File: config.mk
export PLATFORM = sky130hd
export DESIGN_NAME = ranked_top_k_insert_table
export DESIGN_NICKNAME = d
export VERILOG_FILES = /design/src/hdl/rtk_pkg.sv /design/src/hdl/rtk_cell.sv /design/src/hdl/ranked_top_k_insert_table.sv
export SDC_FILE = /design/constraint.sdc
export NUM_CORES = 1
export LEC_CHECK = 0
export BUFFER_PORTS_ARGS = -buffer_cell sky130_fd_sc_hd__buf_4
export CAP_MARGIN = 20
export CELL_PAD_IN_SITES_DETAIL_PLACEMENT = 1
export CELL_PAD_IN_SITES_GLOBAL_PLACEMENT = 2
export CORE_MARGIN = 1
export CORE_UTILIZATION = 48
export DETAILED_ROUTE_END_ITERATION = 6
export GPL_TIMING_DRIVEN = 0
export HOLD_SLACK_MARGIN = 0.1
export PLACE_DENSITY_LB_ADDON = 0.15
export SYNTH_ARGS = -nofsm -noshare
export SYNTH_HDL_FRONTEND = slang
export SYNTH_SLANG_ARGS = --single-unit
File: constraint.sdc
create_clock -name clk_i -period 10.3 [get_ports clk_i]
set_input_delay 1.03 -clock clk_i [delete_from_list [all_inputs] [get_ports clk_i]]
set_output_delay 1.03 -clock clk_i [all_outputs]
set_load 0.05 [all_outputs]
File: src/hdl/rtk_pkg.sv
// ----------------------------------------------------------------------------
// rtk_pkg
// shared types and widths for the ranked top-k insertion table
// ----------------------------------------------------------------------------
package rtk_pkg;

  localparam int unsigned TagW   = 24;
  localparam int unsigned RoomW  = 16;
  localparam int unsigned MoneyW = 24;
  localparam int unsigned IdxW   = 6;
  localparam int unsigned PlaceW = 7;
  localparam int unsigned CountW = 7;

  typedef enum logic {
    KIND_INSERT = 1'b0,
    KIND_READ   = 1'b1
  } kind_e;

  typedef struct packed {
    logic [TagW-1:0]   tag;
    logic [RoomW-1:0]  room;
    logic [MoneyW-1:0] money;
  } entry_t;

  // per-cell compare status handed to the next cell and to the top level
  typedef struct packed {
    logic ge;   // stored entry ranks at or above the candidate
    logic ins;  // candidate lands in this cell
  } cell_stat_t;

endpackage

File: src/hdl/rtk_cell.sv
// ----------------------------------------------------------------------------
// rtk_cell
// one table slot: compares its entry with the candidate and either keeps it,
// takes the candidate, or takes its upstream neighbor's entry
// ----------------------------------------------------------------------------
module rtk_cell (
  input  logic               clk_i,
  input  logic               valid_i,     // slot lies below the stored count
  input  logic               upd_i,       // insert beat accepted
  input  rtk_pkg::entry_t    new_i,
  input  rtk_pkg::entry_t    prev_i,
  input  logic               prev_ge_i,
  output rtk_pkg::cell_stat_t stat_o,
  output rtk_pkg::entry_t    entry_o
);

  rtk_pkg::entry_t entry_q;
  rtk_pkg::entry_t entry_d;
  logic            ranks;

  always_comb begin
    if (entry_q.room != new_i.room) begin
      ranks = entry_q.room > new_i.room;
    end else begin
      ranks = entry_q.money >= new_i.money;
    end
  end

  assign stat_o.ge  = valid_i & ranks;
  assign stat_o.ins = ~stat_o.ge & prev_ge_i;

  always_comb begin
    entry_d = entry_q;
    if (upd_i) begin
      if (stat_o.ins) begin
        entry_d = new_i;
      end else if (!stat_o.ge) begin
        entry_d = prev_i;  // shift down behind the insertion point
      end
    end
  end

  always_ff @(posedge clk_i) begin
    entry_q <= entry_d;
  end

  assign entry_o = entry_q;

endmodule

File: src/hdl/ranked_top_k_insert_table.sv
// ----------------------------------------------------------------------------
// ranked_top_k_insert_table
// table of up to CAPACITY entries kept in descending (room, money) order,
// built as a chain of compare-and-shift cells
// ----------------------------------------------------------------------------
//   channel | dir | handshake                 | fields
//   --------+-----+---------------------------+--------------------------------
//   in      | in  | in_valid_i / in_stall_o   | kind, new_tag/room/money, read_index
//   out     | out | out_valid_o / out_stall_i | accepted, place, found, entry_*,
//           |     |                           | stored_count
//
// on every beat all cells compare and shift together, and the result is
// registered, so it shows in the cycle after the input beat.
// a new beat is taken in the cycle the held result leaves, so one beat per
// cycle flows while the output is not stalled.
// reset clears the stored count and the output valid; cell contents are not
// reset and are never shown before they are written.
// ----------------------------------------------------------------------------
module ranked_top_k_insert_table #(
  parameter int unsigned CAPACITY = 8
) (
  input  logic        clk_i,
  input  logic        rst_ni,
  input  logic        in_valid_i,
  output logic        in_stall_o,
  input  logic        kind_i,
  input  logic [23:0] new_tag_i,
  input  logic [15:0] new_room_i,
  input  logic [23:0] new_money_i,
  input  logic [5:0]  read_index_i,
  output logic        out_valid_o,
  input  logic        out_stall_i,
  output logic        accepted_o,
  output logic [6:0]  place_o,
  output logic        found_o,
  output logic [23:0] entry_tag_o,
  output logic [15:0] entry_room_o,
  output logic [23:0] entry_money_o,
  output logic [6:0]  stored_count_o
);

  localparam int unsigned SlotW = (CAPACITY > 1) ? $clog2(CAPACITY) : 1;
  localparam int unsigned CntW  = $clog2(CAPACITY + 1);

  logic                  in_acc;
  logic                  upd;
  logic [CntW-1:0]       count_q;
  logic [CntW-1:0]       count_d;
  rtk_pkg::entry_t       cand;
  rtk_pkg::entry_t       ent   [CAPACITY];
  rtk_pkg::cell_stat_t   stat  [CAPACITY];
  logic                  any_ins;
  logic [rtk_pkg::PlaceW-1:0] place;
  logic                  hit;
  rtk_pkg::entry_t       rd_ent;

  logic                  out_valid_q;
  logic                  accepted_q;
  logic [rtk_pkg::PlaceW-1:0] place_q;
  logic                  found_q;
  rtk_pkg::entry_t       rd_q;
  logic [rtk_pkg::CountW-1:0] stored_q;

  assign in_stall_o = out_valid_q & out_stall_i;
  assign in_acc     = in_valid_i & ~in_stall_o;
  assign upd        = in_acc & (rtk_pkg::kind_e'(kind_i) == rtk_pkg::KIND_INSERT);

  assign cand.tag   = new_tag_i;
  assign cand.room  = new_room_i;
  assign cand.money = new_money_i;

  for (genvar g = 0; g < CAPACITY; g++) begin : g_cell
    rtk_pkg::entry_t prev;
    logic            prev_ge;
    if (g == 0) begin : g_head
      assign prev    = cand;
      assign prev_ge = 1'b1;
    end else begin : g_body
      assign prev    = ent[g-1];
      assign prev_ge = stat[g-1].ge;
    end
    rtk_cell u_cell (
      .clk_i     (clk_i),
      .valid_i   (CntW'(g) < count_q),
      .upd_i     (upd),
      .new_i     (cand),
      .prev_i    (prev),
      .prev_ge_i (prev_ge),
      .stat_o    (stat[g]),
      .entry_o   (ent[g])
    );
  end

  // insertion point is one-hot; none set means a full table rejected it
  always_comb begin
    any_ins = 1'b0;
    place   = '0;
    for (int i = 0; i < CAPACITY; i++) begin
      if (stat[i].ins) begin
        any_ins = 1'b1;
        place   = place | rtk_pkg::PlaceW'(i);
      end
    end
    if (!any_ins) begin
      place = rtk_pkg::PlaceW'(CAPACITY);
    end
  end

  assign hit    = {1'b0, read_index_i} < rtk_pkg::PlaceW'(count_q);
  assign rd_ent = hit ? ent[read_index_i[SlotW-1:0]] : '0;

  always_comb begin
    count_d = count_q;
    if (upd && any_ins && (count_q < CntW'(CAPACITY))) begin
      count_d = count_q + CntW'(1);
    end
  end

  always_ff @(posedge clk_i or negedge rst_ni) begin
    if (!rst_ni) begin
      count_q     <= '0;
      out_valid_q <= 1'b0;
    end else begin
      count_q <= count_d;
      if (in_acc) begin
        out_valid_q <= 1'b1;
      end else if (!out_stall_i) begin
        out_valid_q <= 1'b0;
      end
    end
  end

  always_ff @(posedge clk_i) begin
    if (in_acc) begin
      if (rtk_pkg::kind_e'(kind_i) == rtk_pkg::KIND_INSERT) begin
        accepted_q <= any_ins;
        place_q    <= place;
        found_q    <= 1'b0;
        rd_q       <= '0;
      end else begin
        accepted_q <= 1'b0;
        place_q    <= '0;
        found_q    <= hit;
        rd_q       <= rd_ent;
      end
      stored_q <= rtk_pkg::CountW'(count_d);
    end
  end

  assign out_valid_o    = out_valid_q;
  assign accepted_o     = accepted_q;
  assign place_o        = place_q;
  assign found_o        = found_q;
  assign entry_tag_o    = rd_q.tag;
  assign entry_room_o   = rd_q.room;
  assign entry_money_o  = rd_q.money;
  assign stored_count_o = stored_q;

endmodule
== Word level (Yosys, flattened, before mapping) ==
Cells that the tools add are included.
Operators by class
  $add $sub $neg: 1
  order comparisons: 27
  equality and inequality tests: 16
  muxes and demuxes: 44
  bitwise gates (word level): 30
  reduce and logical (&&, ||, !) cells: 12
Operators by type and width (number)
  two-way mux 64 bit: 16
  binary-select mux 64 bit (select 3 bit): 1
  >= comparator 24 bit: 8
  greater-than comparator 16 bit: 8
  inequality test 16 bit: 8
  two-way mux 1 bit: 19
  bitwise AND 1 bit: 18
  AND reduction 2 bit: 9
  less-than comparator 3 x 4 -> 1 bit (first input constant): 4
  inequality test 2 bit (second input constant): 7
  two-way mux 3 bit: 4
  NOT 1 bit: 11
  less-than comparator 1 x 4 -> 1 bit (first input constant): 2
  less-than comparator 2 x 4 -> 1 bit (first input constant): 2
  two-way mux 4 bit: 2
  less-than comparator 6 x 4 -> 1 bit: 1
  adder 4 x 1 -> 4 bit (second input constant): 1
  >= comparator 4 bit (second input constant): 1
  less-than comparator 4 bit (second input constant): 1
  two-way mux 2 bit: 2
  NOT 3 -> 4 bit: 1
  logical AND 1 bit: 2
  inequality test 2 x 1 -> 1 bit (second input constant): 1
  OR reduction 2 bit: 1
Storage, ports and cells
  bits in registers: 594
  bits of input ports: 75
  output and inout port bits: 82
  word-level logic and storage cells: 164

== Longest topological paths before layout ==
Gate-level depths: netlist (run 1).
  depth after elaboration: 15
  depth in mapped cells: 13
  gate-level depth less buffers: 10

== Cells and area by module ==
Synthesis (run 1) repeated with hierarchy kept, for this count alone.
Second synthesis, totals
  cell total of the unflattened synthesis: 2712
  area total of the unflattened synthesis: 36866.6 um2
By module, submodules not included
  rtk_cell at g_cell[0].u_cell ...: instances 7, cells an instance 276, area each 3719.8 um2, seq. area each 1921.8 um2
  ranked_top_k_insert_table: instances 1, cells an instance 501, area each 6830.3 um2, seq. area each 2347.3 um2
  rtk_cell at g_cell[7].u_cell: instances 1, cells an instance 279, area each 3997.6 um2, seq. area each 1921.8 um2

== Least setup slack after synthesis (run 1) ==
OpenSTA, ideal clock, no wires.
  path kind: input port to flip-flop
  start point: input port new_money_i[11]
  end point: register g_cell[6].u_cell.entry_q, in the netlist g_cell[6].u_cell.entry_o[0] (enable)
  arrival time: 7.300 ns
  setup slack: 2.417 ns
  stages: 7
  path buffers: 0
  cells stage by stage: inv_1 -> ha_1 -> a21oi_1 -> o21ai_0 -> a2111oi_0 -> or4b_1 -> a21boi_0
Between the ends
  word-level cells in the longest chain between the ends: 7
RTL lines
  start, declared: RTL line ranked_top_k_insert_table.sv:29  | input logic [23:0] new_money_i,
  >= comparator 24 bit: RTL line rtk_cell.sv:25  | ranks = entry_q.money >= new_i.money;
  two-way mux 1 bit: RTL line rtk_cell.sv:22  | if (entry_q.room != new_i.room) begin
  bitwise AND 1 bit: RTL line rtk_cell.sv:29  | assign stat_o.ge = valid_i & ranks;
  NOT 1 bit: RTL line rtk_cell.sv:30  | assign stat_o.ins = ~stat_o.ge & prev_ge_i;
  bitwise AND 1 bit: RTL line rtk_cell.sv:30
  inequality test 2 bit (no source line) (*)
  AND reduction 2 bit (no source line) (*)
  end signal, assigned: RTL line rtk_cell.sv:44  | entry_q <= entry_d;
  end, declared: RTL line rtk_cell.sv:17  | rtk_pkg::entry_t entry_q;
Every way passes the cells marked *; elsewhere a longest branch is shown, timed or not.
A chain may end at the register's enable or synchronous reset.

== Worst setup path after layout (run 1) ==
  start point: input port new_room_i[7]
  end point: register g_cell[2].u_cell.entry_q, in the netlist g_cell[2].u_cell.entry_o[61] (data pin)
Between the ends
  word-level cells in the longest chain between the ends: 6
RTL lines
  start, declared: RTL line ranked_top_k_insert_table.sv:28  | input logic [15:0] new_room_i,
  greater-than comparator 16 bit or inequality test 16 bit (tied branches): RTL line rtk_cell.sv:23, rtk_cell.sv:22
  two-way mux 1 bit: RTL line rtk_cell.sv:22
  bitwise AND 1 bit: RTL line rtk_cell.sv:29
  NOT 1 bit: RTL line rtk_cell.sv:30
  bitwise AND 1 bit (*): RTL line rtk_cell.sv:30
  two-way mux 64 bit (*): RTL line rtk_cell.sv:35  | if (stat_o.ins) begin
  end signal, assigned: RTL line rtk_cell.sv:44
  end, declared: RTL line rtk_cell.sv:17
Marks and branches as above.

==> metrics.yaml, run 1 <==
synthFlopType: "edfxtp_1"
drc: 0
met1_usage: 0.440
ys_types: 62
syn_area_per_cell_um2: 13.4
final_cell_count_no_fill: 3780
clockBufferDepth: 3
p_total_w: 0.00788
report.final.setup_viol: 0
cp.required_ps: 10660
dp_cells: 3654
finalHoldViolations: 0
fillers: 6925
post-route-min-period_ps: 5730
cp_cell_sequence: "buf_4 -> inv_1 -> ha_1 -> nand4_1 -> nor4_1 -> buf_2 -> o211ai_1 -> a21oi_1 -> o221ai_1 -> a21oi_1 -> buf_2 -> buf_2 -> mux2_2"
cts.clk_slew.worst_paths_ps: 60
regArea_mm2: 0.0177
drtAntennaViolNets: 0
multi_input_area_mm2: 0.0156
fin_hold_ws_ps: 221
drt-total-wl_um: 115000
die_area_mm2: 0.0719
grt_overflow: 0
root_buffer: "clkbuf_16"
synth-seq-cells: 591
synth_edf_count: 586
h-tree-depth: 3
critPathCaptureType: "flip-flop"
drv_cap: 0
drive_gt1_frac: 0.244
syn_inst: 2529
startpoint_type: "input port"
die_w_um: 268
slowest_delay_ps: 890
cts_num_sinks: 591
cts_tree: "yes"
fp-row-count: 97
design_area_mm2: 0.0392
grt_use_met2: 0.527
slew-limit-headroom: 0.251
postCtsSetupBuffers: 0
rsz0062_at_grt: "false"
ys_seq_area_frac: 0.521
initial_core_util: 0.486
ctsHoldBuffers: 0
area_delta_synth_final_pct: 15.2
worstPathMaxFanout: 13
crit_arrival_ps: 6100
power.density_mw_per_mm2: 201
portBuffers: 150
p_leak_nw: 14.9
grt_pass1_vias: 25200
wl_per_cell_um: 30.5
fmax_ghz: 0.174
die_y_um: 268
worst_pin_slew_ps: 1120
firstDrtPassIters: 5
dpl_cell_area_mm2: 0.0369
grt_busiest_layer: "met2"
cts_resized: 0
slowest_stage: "a21oi_1"
grt_use_total: 0.323
fin_ws_ps: 4570
grt_max_degree: 53
numCtsBuffers: 70
fin_skew_ps: 25.2
status: "complete, no violations"
place_congestion: 0.893
grt_pass1_wl_um: 169000
coreArea_mm2: 0.0700
dp_hpwl_um: 83900
finalMaxSlewViolations: 0
vias_per_cell: 6.36
path_class: "input port to flip-flop"
yosysWarningCount: 0
pre_cts_slack_ps: 4010
fin_crit_sh: 0.557
diodes: 0
num_vias: 24100
antenna_found_initial: 2
pin_count: 157
synthArstFlopShare: 0.00846
crit_path_frequent_cell: "buf_2"
ir_drop_uv: 134
clkLatencyLatePin_ps: 630
finish.net_count: 3190
drt_iter0_drc: 2131
hp-class: "input port to asynchronous set/reset pin"
syn_area_mm2: 0.0340
grtUsageMet3: 0.0470
-- area by class of cell --
type,count,share of cell area
Sequential cell,591,0.452
Multi-Input combinational cell,1756,0.398
Clock buffer,88,0.0467
Timing Repair Buffer,184,0.0444
Tap cell,940,0.0300
Buffer,118,0.0131
Clock inverter,34,0.00898
Inverter,69,0.00668
-- final timing paths --
check	depth (start not counted)	to	startpoint	slack, ps
max in group asynchronous	1	count_q[2]	rst_ni	9940
setup reg to reg	11	g_cell[2].u_cell.entry_o[61]	g_cell[2].u_cell.entry_o[31]	4910
min in group clk_i	2	out_valid_o	out_valid_o	540
hold / removal	1	out_valid_o	rst_ni	220
hold reg to reg	2	out_valid_o	out_valid_o	540
setup / recovery	13	g_cell[2].u_cell.entry_o[61]	new_room_i[7]	4570
-- report_power, final --
| group | switching, W | internal, W | total [W] |
|---|---|---|---|
| combinational | 0.00140 | 0.000824 | 0.00222 |
| sequential | 0.000166 | 0.00305 | 0.00322 |
| clock | 0.00105 | 0.00139 | 0.00244 |
-- critical path: cells and delay by family --
kind                       cells  cell delay [ps]
muxes                          1              390
and+or+nand+nor                2              840
AOI/OAI and AO/OA              4             1790
buffers and inverters          5             1750
adders and majority gates      1              270
-- per-stage QoR --
step                      TNS (ps)   util
after floorplan                  0      -
after global placement     -807100  0.519
after detailed placement         0  0.527
after CTS                        0  0.558
after global routing             0  0.559
final                            0  0.559
-- cells in the final DEF (no fill, tap or decap), types with 6 or more instances in the layout --
master	Yosys	final
nand3_1	22	22
buf_1	31	32
o211ai_1	9	9
clkbuf_1	63	80
mux2_2	227	227
nor3_1	13	12
inv_1	69	68
buf_2	14	15
clkinv_1	0	11
nand2_1	262	262
a2111oi_0	10	10
buf_6	4	10
o21a_1	9	9
mux2_4	25	25
nor2b_1	14	14
nor2_1	98	98
clkinv_2	0	12
clkbuf_16	0	70
nand2b_1	14	14
and4_1	9	9
conb_1	1	6
a21o_1	20	20
edfxtp_1	586	586
a211oi_1	13	13
ha_1	325	325
buf_4	6	156
mux4_2	128	128
or4_1	9	9
buf_16	0	11
o21ai_0	244	244
nor4_1	9	9
buf_8	0	11
nand4_1	51	51
mux2i_1	64	64
a21oi_1	111	111
-- per-layer routing --
metal | part of all wire | up-vias
met2 | 0.48 | 855
met1 | 0.43 | 12600
li1 | - | 10400
met5 | 0.00014 | -
met4 | 0.034 | 2
met3 | 0.061 | 204
-- sequential cells by signal, summed over array words and instances, names as in the netlist --
register	flops
stored_count_o	4
accepted_o	1
g_cell.u_cell.entry_o	512
out_valid_o	1
count_q	4
entry_room_o	16
entry_tag_o	24
entry_money_o	24
found_o	1
place_o	4
-- synth_stat cells, types with 4 or more instances --
library cell	number	share of area
a2111oi_0	10	0.0026
a211oi_1	13	0.0029
a21o_1	20	0.0044
a21oi_1	111	0.016
a221o_1	4	0.0012
a2bb2oi_1	4	0.0010
a31oi_1	4	0.00074
and2_1	5	0.00092
and4_1	9	0.0023
buf_1	31	0.0034
buf_2	14	0.0021
buf_4	6	0.0013
buf_6	4	0.0013
clkbuf_1	63	0.0070
dfrtp_1	5	0.0037
edfxtp_1	586	0.52
ha_1	325	0.12
inv_1	69	0.0076
mux2_2	227	0.075
mux2_4	25	0.011
mux2i_1	64	0.019
mux4_2	128	0.085
nand2_1	262	0.029
nand2b_1	14	0.0026
nand3_1	22	0.0032
nand4_1	51	0.0094
nor2_1	98	0.011
nor2b_1	14	0.0026
nor3_1	13	0.0019
nor4_1	9	0.0017
o2111ai_1	4	0.0010
o211ai_1	9	0.0020
o21a_1	9	0.0020
o21ai_0	244	0.036
or4_1	9	0.0020
-- cells by family after synthesis --
family	Yosys count	synth area share
other cells	1	0.000110
mux	444	0.190
simple gates	519	0.0693
xor+xnor	2	0.000515
compound gates	460	0.0768
flops	591	0.521
buf+inv	187	0.0227
fa+ha+maj	325	0.120
No activity file was read; power rests on OpenSTA's default activity.
==> run 2: changes to the inputs <==
--- a/config.mk
+++ b/config.mk
@@ -5,12 +5,13 @@
 export SDC_FILE = /design/constraint.sdc
 export NUM_CORES = 1
 export LEC_CHECK = 0
+export ABC_AREA = 1
 export BUFFER_PORTS_ARGS = -buffer_cell sky130_fd_sc_hd__buf_4
 export CAP_MARGIN = 20
 export CELL_PAD_IN_SITES_DETAIL_PLACEMENT = 1
 export CELL_PAD_IN_SITES_GLOBAL_PLACEMENT = 2
 export CORE_MARGIN = 1
-export CORE_UTILIZATION = 48
+export CORE_UTILIZATION = 36
 export DETAILED_ROUTE_END_ITERATION = 6
 export GPL_TIMING_DRIVEN = 0
 export HOLD_SLACK_MARGIN = 0.1
==> constraint.sdc (replaced) <==
create_clock -name clk_i -period 4.69 [get_ports clk_i]
set_input_delay 0.469 -clock clk_i [delete_from_list [all_inputs] [get_ports clk_i]]
set_output_delay 0.469 -clock clk_i [all_outputs]
set_load 0.05 [all_outputs]
==> metrics.yaml, run 2 <==
status: "complete, no violations"
crit_path_frequent_cell: "nand2_1"
grt_use_total: 0.305
cts.clk_slew.worst_paths_ps: 60
diodes: 0
synth-seq-cells: 591
grt_use_met2: 0.493
area_delta_synth_final_pct: 18.8
drv_cap: 0
slew-limit-headroom: 0.217
vias_per_cell: 5.55
regArea_mm2: 0.0177
clkLatencyLatePin_ps: 680
drtAntennaViolNets: 0
fin_crit_sh: 0.977
numCtsBuffers: 75
power.density_mw_per_mm2: 358
synth.most_common_cell: "nand2_1"
drive_gt1_frac: 0.0872
fillers: 11300
design_area_mm2: 0.0421
p_total_w: 0.0151
grt_pass1_vias: 31600
die_w_um: 316
initial_core_util: 0.365
pin_count: 157
synth_common_cells: "1316 x nand2_1, 586 x edfxtp_1, 407 x o21ai_0, 370 x nand3_1, 325 x ha_1"
firstDrtPassIters: 5
grt_busiest_layer: "met2"
finalMaxSlewViolations: 0
drc: 0
path_class: "input port to flip-flop"
syn_inst: 4005
die_area_mm2: 0.0997
yosys.area.top_type: "edfxtp_1"
multi_input_area_mm2: 0.0158
synth_top_area_share: 0.496
worst_pin_slew_ps: 1170
slowest_stage: "dlygate4sd3_1"
drt_iter0_drc: 2862
startpoint_type: "input port"
pre_cts_slack_ps: 147
post-route-min-period_ps: 4580
final_common_cell: "nand2_1"
fmax_ghz: 0.218
place_congestion: 0.880
coreArea_mm2: 0.0971
drt-total-wl_um: 152000
crit_arrival_ps: 4870
ys_seq_area_frac: 0.500
syn_area_mm2: 0.0354
rsz0062_at_grt: "false"
dp_hpwl_um: 112000
worstPathMaxFanout: 15
grtUsageMet3: 0.0444
root_buffer: "clkbuf_16"
cp_cell_sequence: "dlygate4sd3_1 -> buf_4 -> inv_1 -> ha_1 -> nand2_1 -> nor2_1 -> nand4_1 -> nor2_1 -> nand2_1 -> nand3_1 -> nand2_1 -> nand2_1 -> nand3_1 -> nor2_1 -> nand2_2 -> nand2_1 -> a21oi_1"
synthTopCellsByArea: "edfxtp_1 50%, nand2_1 14%, ha_1 11%"
fin_skew_ps: 42.4
syn_area_per_cell_um2: 8.85
hp-class: "input port to asynchronous set/reset pin"
synthArstFlopShare: 0.00846
ir_drop_uv: 247
slowest_delay_ps: 550
p_leak_nw: 17.8
antenna_found_initial: 5
clockBufferDepth: 3
ys_types: 37
die_y_um: 316
yosysWarningCount: 0
grt_max_degree: 47
portBuffers: 150
grt_overflow: 0
num_vias: 31400
met1_usage: 0.418
fin_ws_ps: 108
cts_tree: "yes"
fin_util: 0.434
fp-row-count: 114
wl_per_cell_um: 26.8
synthFlopType: "edfxtp_1"
postCtsSetupBuffers: 0
synth_edf_count: 586
layout_common_cells: "1316 x nand2_1, 586 x edfxtp_1, 407 x o21ai_0"
critPathCaptureType: "flip-flop"
report.final.setup_viol: 0
h-tree-depth: 3
cts_num_sinks: 591
cp.required_ps: 4980
finalHoldViolations: 0
crit_buf_inv: 3
finish.net_count: 4736
largest_register_ffs: 512
dpl_cell_area_mm2: 0.0389
crit_family: "simple AND/OR/NAND/NOR gates"
grt_pass1_wl_um: 219000
run 2: changes by cell type after synthesis, moves of 66 or more:
cell     delta
mux2_2    -227
nand2_1  +1054
a21oi_1    +67
o21a_1     +66
mux4_2    -128
nand3_1   +348
o21ai_0   +163
inv_1     +202
run 2: metrics by stage:
| stage | setup TNS (ps) | hold WS, ps | std cells |
|---|---|---|---|
| after global routing | 0 | 161 | 5668 |
| after detailed placement | 0 | 296 | 5468 |
| final | 0 | 166 | 5668 |
| after global placement | -1705420 | 298 | 5436 |
| after floorplan | -114750 | 173 | 4010 |
| after CTS | 0 | 114 | 5666 |
run 2: final cells by class:
class                           count  share of cell area
Clock buffer                       96              0.0487
Clock inverter                     37              0.0107
Inverter                          276              0.0247
Multi-Input combinational cell   2936               0.376
Timing Repair Buffer              249              0.0587
Buffer                            207              0.0224
Sequential cell                   591               0.421
Tap cell                         1276              0.0379
run 2: kinds of logic after synthesis:
family / synth area share
AND/OR/NAND/NOR: 0.213
AO/OA/AOI/OAI: 0.116
flip-flops: 0.500
buffers and inverters: 0.0559
adder cells (fa/ha/maj): 0.115
XOR/XNOR: 0.000247
other: 0.000106
run 2: final timing paths:
check / cells after the start / slack [ps] / startpoint / to
max reg2reg: 14 / 580 / g_cell[6].u_cell.entry_o[23] / place_o[1]
max: 17 / 110 / new_money_i[23] / place_o[1]
max in group asynchronous: 2 / 4380 / rst_ni / count_q[1]
min in group clk_i: 1 / 180 / new_room_i[0] / g_cell[0].u_cell.entry_o[24]
min reg2reg: 2 / 540 / g_cell[4].u_cell.entry_o[24] / g_cell[5].u_cell.entry_o[24]
min: 2 / 170 / rst_ni / out_valid_o
run 2: repair_timing:
action                                  CTS  global route
endpoints found under the setup margin    0             2
endpoints found under the hold margin    89             0
hold buffers                             65             0
resized for setup                         0             2
run 2: metal layers:
layer | up-vias | wire, um
met5 | - | 13
met4 | 2 | 5010
met3 | 223 | 9690
met2 | 1032 | 69800
met1 | 15700 | 67600
li1 | 14400 | -
run 2: worst reg2reg max path: stages, from the launching register on:
cell	delay, ps
edfxtp_1	490
ha_1	350
nand2_1	90
nor2_1	210
nand4_1	310
nor2_1	190
nand2_1	150
nand3_1	210
nand2_1	130
nand2_1	200
nand3_1	100
nor2_1	470
nand2_2	330
nand2_1	320
a21oi_1	220
run 2: power breakdown:
| part | internal [W] | total [W] | switching (W) |
|---|---|---|---|
| clock network | 0.00363 | 0.00617 | 0.00254 |
| logic | 0.000758 | 0.00262 | 0.00186 |
| registers | 0.00614 | 0.00628 | 0.000138 |
| total | 0.0105 | 0.0151 | 0.00454 |
==> run 3: changes to the inputs <==
--- a/config.mk
+++ b/config.mk
@@ -11,7 +11,7 @@
 export CELL_PAD_IN_SITES_DETAIL_PLACEMENT = 1
 export CELL_PAD_IN_SITES_GLOBAL_PLACEMENT = 2
 export CORE_MARGIN = 1
-export CORE_UTILIZATION = 36
+export CORE_UTILIZATION = 35
 export DETAILED_ROUTE_END_ITERATION = 6
 export GPL_TIMING_DRIVEN = 0
 export HOLD_SLACK_MARGIN = 0.1
==> metrics.yaml, run 3 (synthesized netlist as in run 2, its figures left out) <==
status: "complete, no violations"
power.density_mw_per_mm2: 350
drc: 0
layout_common_cells: "1316 x nand2_1, 586 x edfxtp_1, 407 x o21ai_0"
critPathCaptureType: "flip-flop"
fin_crit_sh: 0.958
finish.net_count: 4737
postCtsSetupBuffers: 0
place_congestion: 0.865
fillers: 11700
die_area_mm2: 0.103
crit_path_frequent_cell: "nand2_1"
fin_util: 0.419
drt-total-wl_um: 153000
cp.depth: 17
num_vias: 31400
finalHoldViolations: 0
slowest_delay_ps: 540
p_leak_nw: 17.8
worst_pin_slew_ps: 1200
cp_cell_sequence: "dlygate4sd3_1 -> buf_4 -> inv_1 -> ha_1 -> nand2_1 -> nor2_1 -> nand4_1 -> nor2_1 -> nand2_1 -> nand3_1 -> nand2_1 -> nand2_1 -> nand3_1 -> nor2_1 -> nand2_2 -> nand2_1 -> o21ai_0"
portBuffers: 150
grt_pass1_wl_um: 220000
ir_drop_uv: 265
dp_cells: 5550
diodes: 0
crit-reg2reg-launch: "g_cell[6].u_cell.entry_o[23]"
post-route-min-period_ps: 4490
slew-limit-headroom: 0.201
drt_iter0_drc: 2752
cp.required_ps: 4950
cts.clk_slew.worst_paths_ps: 60
grt_overflow: 0
rsz0062_at_grt: "false"
slowest_stage: "dlygate4sd3_1"
grt_pass1_vias: 31500
firstDrtPassIters: 6
r2r-end: "stored_count_o[3]"
h-tree-depth: 3
die_y_um: 320
hp-class: "input port to asynchronous set/reset pin"
reg2regPathDepth: 14
die_w_um: 320
area_delta_synth_final_pct: 18.7
initial_core_util: 0.353
dp_hpwl_um: 114000
crit_family: "simple AND/OR/NAND/NOR gates"
crit_arrival_ps: 4750
fin_hold_ws_ps: 160
antenna_found_initial: 4
crit_buf_inv: 3
largest_register_ffs: 512
path_class: "input port to flip-flop"
vias_per_cell: 5.46
clockBufferDepth: 3
report.final.setup_viol: 0
pin_count: 157
cts_resized: 0
numCtsBuffers: 76
clkLatencyLatePin_ps: 670
grt_use_total: 0.296
final_common_cell: "nand2_1"
cts_tree: "yes"
coreArea_mm2: 0.100
drtAntennaViolNets: 0
wl_per_cell_um: 26.5
drv_cap: 0
finalMaxSlewViolations: 0
root_buffer: "clkbuf_16"
cts_num_sinks: 591
fin_skew_ps: 36.2
regArea_mm2: 0.0177
worstPathMaxFanout: 15
fmax_ghz: 0.222
crit_end: "stored_count_o[3]"
startpoint_type: "input port"
final_cell_count_no_fill: 5749
multi_input_area_mm2: 0.0158
crit_path_start: "new_money_i[23]"
drive_gt1_frac: 0.0879
fp-row-count: 116
reg2reg_setup_slack_ps: 590
grt_max_degree: 36
==> run 3: changes by cell type in the layout (fill, tap and decap cells not counted), sizes merged <==
| cell | previous run | this run |
|---|---|---|
| clkbuf | 217 | 210 |
| inv | 277 | 278 |
| clkinvlp | 1 | 3 |
| clkinv | 25 | 33 |
| bufinv | 10 | 6 |
==> run 3: per-layer routing <==
layer / part of all wire / up-vias / GRT usage
li1: - / 14500 / -
met1: 0.44 / 15700 / 0.403
met2: 0.46 / 1022 / 0.485
met3: 0.063 / 205 / 0.0399
met4: 0.031 / 0 / 0.0940
met5: 0 / - / 0
==> run 3: final cells by class <==
class | count | share of cell area
plain buffers | 207 | 0.0225
clock buffers | 89 | 0.0469
clock inverters | 44 | 0.00940
inverters | 276 | 0.0247
multi-input cells | 2936 | 0.376
flip-flops and latches | 591 | 0.421
well taps | 1357 | 0.0404
repair buffers | 249 | 0.0583
==> run 3: stage by stage <==
| stage | area [um^2] | total power, W | TNS (ps) | setup WS [ps] |
|---|---|---|---|---|
| after CTS | 42000 | 0.0148 | 0 | 328 |
| after detailed placement | 39000 | 0.00894 | 0 | 208 |
| after floorplan | 35500 | 0.00779 | -114750 | -303 |
| after global routing | 42100 | 0.0152 | 0 | 41.7 |
| final | 42100 | 0.0147 | 0 | 195 |
| after global placement | 38300 | 0.00883 | -1757360 | -3820 |
==> run 3: worst reg2reg max path, stage by stage (launching register included) <==
cell and delay, ps:
edfxtp_1 530, ha_1 380, nand2_1 90, nor2_1 190
nand4_1 380, nor2_1 210, nand2_1 150, nand3_1 190
nand2_1 110, nand2_1 180, nand3_1 90, nor2_1 410
nand2_2 310, nand2_1 130, o21ai_0 350
==> run 3: how the worst min path moves through the flow <==
stage	from	to	slack (ps)	cells after the start
after global routing	kind_i	place_o[3]	150	2
after global placement	rst_ni	out_valid_o	290	1
after floorplan	rst_ni	count_q[0]	170	0
after detailed placement	rst_ni	out_valid_o	300	1
after CTS	kind_i	place_o[3]	120	2
final	rst_ni	count_q[3]	160	2
==> run 3: repair_timing <==
action,in CTS,in global routing
endpoints found under the setup margin,0,0
hold buffers,65,0
endpoints found under the hold margin,85,0
==> run 3: report_power, final <==
| part | internal (W) | switching, W |
|---|---|---|
| logic | 0.000756 | 0.00186 |
| clock network | 0.00333 | 0.00249 |
| registers | 0.00614 | 0.000138 |
